$ cat config.mk
export PLATFORM = sky130hd
export DESIGN_NAME = dhoat_ctrl
export DESIGN_NICKNAME = d
export VERILOG_FILES = /design/src/design/dhoat_pkg.sv /design/src/design/dhoat_ctrl.sv
export SDC_FILE = /design/constraint.sdc
export NUM_CORES = 1
export LEC_CHECK = 0
export BUFFER_PORTS_ARGS = -buffer_cell sky130_fd_sc_hd__buf_2
export CELL_PAD_IN_SITES_DETAIL_PLACEMENT = 2
export CELL_PAD_IN_SITES_GLOBAL_PLACEMENT = 2
export CORE_ASPECT_RATIO = 0.5
export CORE_MARGIN = 10
export CORE_UTILIZATION = 31
export CTS_CLUSTER_SIZE = 28
export DETAILED_ROUTE_END_ITERATION = 6
export PLACE_DENSITY_LB_ADDON = 0.1
export SETUP_SLACK_MARGIN = 0.02
export SYNTH_ARGS = -nofsm -noshare
export SYNTH_HDL_FRONTEND = slang
export SYNTH_SLANG_ARGS = --single-unit
$ cat constraint.sdc
create_clock -name clk_i -period 6.5 [get_ports clk_i]
set_clock_uncertainty 0.05 [all_clocks]
set_input_delay 0.975 -clock clk_i [delete_from_list [all_inputs] [get_ports clk_i]]
set_output_delay 0.975 -clock clk_i [all_outputs]
set_load 0.02 [all_outputs]
$ cat src/design/dhoat_pkg.sv
// Shared constants, types and helper function of the double-hash table.
package dhoat_pkg;

  localparam int MAX_SLOTS    = 1024;
  localparam int SLOT_W       = $clog2(MAX_SLOTS);
  localparam int CNT_W        = $clog2(MAX_SLOTS + 1);
  localparam int PAYLOAD_BITS = 32;
  localparam int REQ_W        = 2;
  localparam int CODE_W       = 24;
  localparam int DAY_W        = 5;
  localparam int MON_W        = 4;
  localparam int YEAR_W       = 14;
  localparam int KEY_W        = CODE_W + YEAR_W + MON_W + DAY_W;
  localparam int ENTRY_W      = 1 + KEY_W + PAYLOAD_BITS;
  localparam int HASH_W       = 64;
  localparam int STAT_W       = 3;
  localparam int SEP_W        = 8;
  localparam int CFG_W        = 11;

  localparam logic [REQ_W-1:0] REQ_INSERT = 2'd0;
  localparam logic [REQ_W-1:0] REQ_FIND   = 2'd1;
  localparam logic [REQ_W-1:0] REQ_CLEAR  = 2'd2;

  localparam logic [STAT_W-1:0] ST_STORED    = 3'd0;
  localparam logic [STAT_W-1:0] ST_FULL      = 3'd1;
  localparam logic [STAT_W-1:0] ST_FOUND     = 3'd2;
  localparam logic [STAT_W-1:0] ST_NOT_FOUND = 3'd3;
  localparam logic [STAT_W-1:0] ST_CLEARED   = 3'd4;

  localparam logic CFG_SLOTS = 1'b0;
  localparam logic CFG_SEP   = 1'b1;

  typedef struct packed {
    logic              latch;
    logic              dig_step;
    logic              dig_year;
    logic              dig_load_code;
    logic [2:0]        dig_pos;
    logic              mix_step;
    logic [4:0]        mix_pos;
    logic              mod_step;
    logic [6:0]        mod_bit;
    logic              rd;
    logic              chk;
    logic              clr_wr;
    logic [SLOT_W-1:0] clr_addr;
    logic              load_out;
  } dhoat_cmd_t;

  typedef struct packed {
    logic dig_done;
    logic mix_last;
    logic hit;
    logic last;
    logic out_free;
  } dhoat_stat_t;

  // Splits a value below 32 into its tens and ones digits.
  function automatic logic [7:0] two_digits(input logic [4:0] v);
    logic [7:0] r;
    if (v >= 5'd30) begin
      r = {4'd3, 4'(v - 5'd30)};
    end else if (v >= 5'd20) begin
      r = {4'd2, 4'(v - 5'd20)};
    end else if (v >= 5'd10) begin
      r = {4'd1, 4'(v - 5'd10)};
    end else begin
      r = {4'd0, v[3:0]};
    end
    return r;
  endfunction

endpackage

$ cat src/design/dhoat_ctrl.sv
// Controller state machine that sequences clearing, key formation, hashing, reduction and probing.
module dhoat_ctrl (
  input  logic                    clk_i,
  input  logic                    rst_ni,
  input  logic                    req_valid_i,
  input  logic [dhoat_pkg::REQ_W-1:0] req_type_i,
  input  dhoat_pkg::dhoat_stat_t  stat_i,
  output logic                    req_ready_o,
  output dhoat_pkg::dhoat_cmd_t   cmd_o
);
  import dhoat_pkg::*;

  localparam logic [3:0] S_CLR  = 4'd0;
  localparam logic [3:0] S_IDLE = 4'd1;
  localparam logic [3:0] S_YDIG = 4'd2;
  localparam logic [3:0] S_CDIG = 4'd3;
  localparam logic [3:0] S_MIX  = 4'd4;
  localparam logic [3:0] S_MOD  = 4'd5;
  localparam logic [3:0] S_PRD  = 4'd6;
  localparam logic [3:0] S_PCHK = 4'd7;
  localparam logic [3:0] S_DONE = 4'd8;

  logic [3:0]       state_q, state_d;
  logic [CNT_W-1:0] cnt_q, cnt_d;
  logic             clr_req_q, clr_req_d;

  always_comb begin
    state_d     = state_q;
    cnt_d       = cnt_q;
    clr_req_d   = clr_req_q;
    req_ready_o = 1'b0;
    cmd_o          = '0;
    cmd_o.dig_pos  = cnt_q[2:0];
    cmd_o.mix_pos  = cnt_q[4:0];
    cmd_o.mod_bit  = cnt_q[6:0];
    cmd_o.clr_addr = cnt_q[SLOT_W-1:0];
    case (state_q)
      S_CLR: begin
        cmd_o.clr_wr = 1'b1;
        cnt_d = cnt_q + 1'b1;
        if (cnt_q == CNT_W'(MAX_SLOTS - 1)) begin
          state_d   = clr_req_q ? S_DONE : S_IDLE;
          clr_req_d = 1'b0;
        end
      end
      S_IDLE: begin
        req_ready_o = 1'b1;
        cnt_d = '0;
        if (req_valid_i) begin
          cmd_o.latch = 1'b1;
          case (req_type_i)
            REQ_INSERT, REQ_FIND: state_d = S_YDIG;
            REQ_CLEAR: begin
              state_d   = S_CLR;
              clr_req_d = 1'b1;
            end
            default: state_d = S_DONE;
          endcase
        end
      end
      S_YDIG: begin
        cmd_o.dig_step = 1'b1;
        cmd_o.dig_year = 1'b1;
        cnt_d = cnt_q + 1'b1;
        if (cnt_q == CNT_W'(3)) begin
          cmd_o.dig_load_code = 1'b1;
          cnt_d   = '0;
          state_d = S_CDIG;
        end
      end
      S_CDIG: begin
        cmd_o.dig_step = 1'b1;
        cnt_d = cnt_q + 1'b1;
        if (stat_i.dig_done) begin
          cnt_d   = '0;
          state_d = S_MIX;
        end
      end
      S_MIX: begin
        cmd_o.mix_step = 1'b1;
        cnt_d = cnt_q + 1'b1;
        if (stat_i.mix_last) begin
          cnt_d   = CNT_W'(HASH_W);
          state_d = S_MOD;
        end
      end
      S_MOD: begin
        cmd_o.mod_step = 1'b1;
        cnt_d = cnt_q - 1'b1;
        if (cnt_q == '0) begin
          state_d = S_PRD;
        end
      end
      S_PRD: begin
        cmd_o.rd = 1'b1;
        state_d  = S_PCHK;
      end
      S_PCHK: begin
        cmd_o.chk = 1'b1;
        state_d = (stat_i.hit || stat_i.last) ? S_DONE : S_PRD;
      end
      S_DONE: begin
        if (stat_i.out_free) begin
          cmd_o.load_out = 1'b1;
          state_d = S_IDLE;
        end
      end
      default: state_d = S_IDLE;
    endcase
  end

  always_ff @(posedge clk_i or negedge rst_ni) begin
    if (!rst_ni) begin
      state_q   <= S_CLR;
      cnt_q     <= '0;
      clr_req_q <= 1'b0;
    end else begin
      state_q   <= state_d;
      cnt_q     <= cnt_d;
      clr_req_q <= clr_req_d;
    end
  end

endmodule

; Word level (Yosys, flattened, before mapping)
; Cells that the tools add are included.
[word_totals]
regBits = 16
out_inout_bits = 36
elab_cells = 67
[op_classes]
n_addsub = 2
eq_ne = 20
muxes = 32
n_reduce_logical = 10
[ops]
columns = operator, count
row1 = case mux 11 bit (6 select lines), 1
row2 = two-way mux 4 bit, 9
row3 = case mux 4 bit (9 select lines), 1
row4 = two-way mux 11 bit, 3
row5 = "equality test 4 x 3 -> 1 bit, second input constant", 4
row6 = two-way mux 1 bit, 15
row7 = "!= test 2 bit, second input constant", 7
row8 = "adder 11 x 1 -> 11 bit, second input constant", 1
row9 = "equality test 11 x 10 -> 1 bit, second input constant", 1
row10 = "equality test 11 x 2 -> 1 bit, second input constant", 1
row11 = logical NOT 11 bit, 1
row12 = "subtractor 11 x 1 -> 11 bit, second input constant", 1
row13 = "equality test 4 x 2 -> 1 bit, second input constant", 2
row14 = case mux 4 bit (2 select lines), 1
row15 = AND reduction 7 bit, 1
row16 = nonzero test 6 bit, 1
row17 = "equality test 4 x 1 -> 1 bit, second input constant", 1
row18 = "equality test 4 bit, second input constant", 1
row19 = logical NOT 4 bit, 1
row20 = AND reduction 4 bit, 1
row21 = OR reduction 2 bit, 2
row22 = "equality test 2 x 1 -> 1 bit, second input constant", 1
row23 = "equality test 2 bit, second input constant", 1
row24 = logical NOT 2 bit, 1
row25 = other kinds (5), 5

; Longest topological paths before layout
[logic_depth]
depth_word = 5
ltp_mapped = 8

; Worst setup path before layout
; Ideal clock, no wire load.
[synth_timing]
path_type = reg2out
from = register state_q[0]
to = output cmd_o[34] (netlist name)
t_arrival_ns = 1.915
path_slack_ns = 3.560
stages_incl_launch_ff = 4
path_cell_list = dfrtp_1 -> clkbuf_1 -> nor4b_1 -> and2_1
[synth_lines]
columns = item, line
row1 = "start, declared", dhoat_ctrl.sv:23  ; logic [3:0] state_q, state_d;
row2 = "start signal, assigned", dhoat_ctrl.sv:118  ; state_q <= state_d;
row3 = "end, declared", dhoat_ctrl.sv:9  ; output dhoat_pkg::dhoat_cmd_t cmd_o

==> reports/metrics.yaml <==
clock_tree:
  clk_pin_slew_ns: 0.08
  clockBufferDepth: 2
  post_cts_buffers: 0
  cts.repair.resized: 0
  htree_levels: 1
  clock_latency_ns: 0.26
  cts_tree: "yes"
  cts_buffers: 3
  postCtsHoldBufs: 0
  clock_tree.root_cell: "clkbuf_8"
  cts.sinks: 16
synthesis:
  ys_seq_area_frac: 0.242
  synth_area_um2: 1660
  async_flop_share: 1.00
  postSynthCellCount: 226
  yosysWarnings: 0
  synth_flop_cell: "dfrtp_1"
  synthDistinctLibCells: 45
  synth_edf_count: 0
  ys_seq_elements: 16
  synth_top_cells_by_area: "dfrtp_1 24%, buf_4 11%, o21ai_0 6.3%"
  yosysTopAreaCell: "dfrtp_1"
  syn_area_per_cell_um2: 7.33
  synth_top_area_frac: 0.242
  synthesis.nets: 238
drt:
  dr.first_iter.drc_count: 112
  wirelength_um: 5780
  viasPerCell: 5.57
  wl_per_cell_um: 19.1
  drc_errors: 0
  drt-pass1-iter-count: 4
  vias: 1681
  detail-route-antenna-nets: 0
setup_path:
  required_ns: 5.47
  crit_arrival_ns: 2.19
  cp_max_fo: 10
  r2r-start: "cnt_q[0]"
  start_kind: "flip-flop"
  path_class: "flip-flop to output port"
  end_kind: "output port"
  cp-startpoint: "cnt_q[1]"
die:
  die_x_um: 123
  initial_core_util: 0.328
  die_h_um: 71.7
  pin_count: 46
  fp.coreArea_um2: 5040
  dieArea_um2: 8850
  rows: 18
run_status:
  status: "finished clean"
power_and_ir_drop:
  vdd_drop_max_mv: 0.182
  switching_share: 0.566
  power_frac_seq: 0.256
  leakage_nw: 0.840
  switchingPower_mw: 0.512
  p_comb_frac: 0.639
  intPower_mw: 0.393
  pwr-share-clk: 0.105
  powerDensity_nw_per_um2: 518
sta:
  finalSetupViolCount: 0
  rsz0062_at_grt: "false"
  hold_viol: 0
  relSlewSlack: 0.312
  fmax_mhz: 311
  drv_slew: 0
  final.setup.tns_ns: 0
  tightest_slew_ns: 1.02
  period_share: 0.494
  period_minus_slack_ns: 3.21
cells_and_area:
  drive_gt1_frac: 0.237
  area_delta_synth_final_pct: 5.44
  fillers: 634
  nNetsFinal: 245
  final_util: 0.346
  diodes: 0
flow_run:
  max-cap-violations: 0
global_routing:
  antenna_found_initial: 0
  grt_pass1_vias: 1783
  grt_max_degree: 17
  overflow: 0
  grt_pass1_wl_um: 9600
  grt_use_total: 0.132
min_path:
  worstHoldStart: "clr_req_q"
  min_path_type: "flip-flop to flip-flop"
placed_design:
  place.gp.congestion: 0.762
  dpl.hpwl_um: 4280
  portBuffers: 45
[cell type report]
type / instances / area, µm² / share of cell area
Timing Repair Buffer: 45 / 225 / 0.129
Multi-Input combinational cell: 157 / 941 / 0.539
Inverter: 10 / 37.5 / 0.0215
Sequential cell: 16 / 400 / 0.229
Clock buffer: 4 / 55.1 / 0.0315
Tap cell: 70 / 87.6 / 0.0501
[power by group through the flow]
stage / clock [mW] / sequential [mW] / combinational, mW
after floorplan: 0 / 0.176 / 0.541
after global placement: 0 / 0.227 / 0.579
after detailed placement: 0 / 0.233 / 0.583
after CTS: 0.0987 / 0.231 / 0.587
after global routing: 0.104 / 0.247 / 0.651
final: 0.0949 / 0.232 / 0.578
[cell usage after synthesis (all sizes together), types with 4 or more instances]
master and instances:
a21oi 13, nand2 15, inv 10, clkbuf 10, dfrtp 16, or3 6
nor2 22, o21ai 21, buf 33, nor3 11, nand3 4, nor3b 5
o31ai 4, nand4 5
[cell families (layout without fill, tap and decap cells)]
family	count (synthesis)	after routing	share of synthesized area
multiplexers	2	2	0.0128
buffers and inverters	53	59	0.190
flip-flops	16	16	0.242
adder cells (fa/ha/maj)	2	2	0.0151
AO/OA/AOI/OAI	66	66	0.254
AND/OR/NAND/NOR	87	87	0.286
[stage by stage]
stage	cells	setup slack, ns	cell area [µm²]	hold WS [ns]	total power [mW]
floorplan	226	3.56	1660	0.438	0.717
global placement	298	3.61	1690	0.494	0.806
detailed placement	298	3.54	1690	0.491	0.815
CTS	302	3.25	1750	0.511	0.917
global route	302	3.09	1750	0.532	1.00
finish	302	3.29	1750	0.512	0.905
[metal layers]
| metal | GRT usage | wire length, µm | vias up |
|---|---|---|---|
| met1 | 0.173 | 2810 | 834 |
| met5 | 0 | 0 | - |
| li1 | - | - | 803 |
| met3 | 0.0352 | 353 | 2 |
| met4 | 0.0193 | 27 | 0 |
| met2 | 0.215 | 2600 | 42 |
[path summary, 6_finish.rpt]
kind                         endpoint  slack (ns)  cells past startpoint
setup / recovery            cmd_o[31]        3.29                      5
hold / removal              clr_req_q        0.51                      1
setup reg to reg           state_q[3]        3.83                      7
hold reg to reg             clr_req_q        0.51                      1
max in group asynchronous  state_q[3]        5.50                      1
min in group asynchronous    cnt_q[3]        0.59                      1
[flip-flops by register name, indices dropped and copies added, names as in the netlist]
register / cells
cnt_q: 11
state_q: 4
clr_req_q: 1
[worst max-delay path: stages, from the launching register on]
cell	delay [ns]
dfrtp_1	0.49
ha_1	0.27
or3b_2	0.52
or3_1	0.32
nor3_1	0.13
buf_2	0.19
[placed cells by master (no fill, tap or decap), drive strengths merged, types with 4 or more instances in the layout]
cell    count
dfrtp      16
nor3       11
nand3       4
a21oi      13
inv        10
nand2      15
o21ai      21
nand4       5
or3         6
buf        45
o31ai       4
nor3b       5
clkbuf      4
nor2       22
Power figures use the tool's default switching activity.
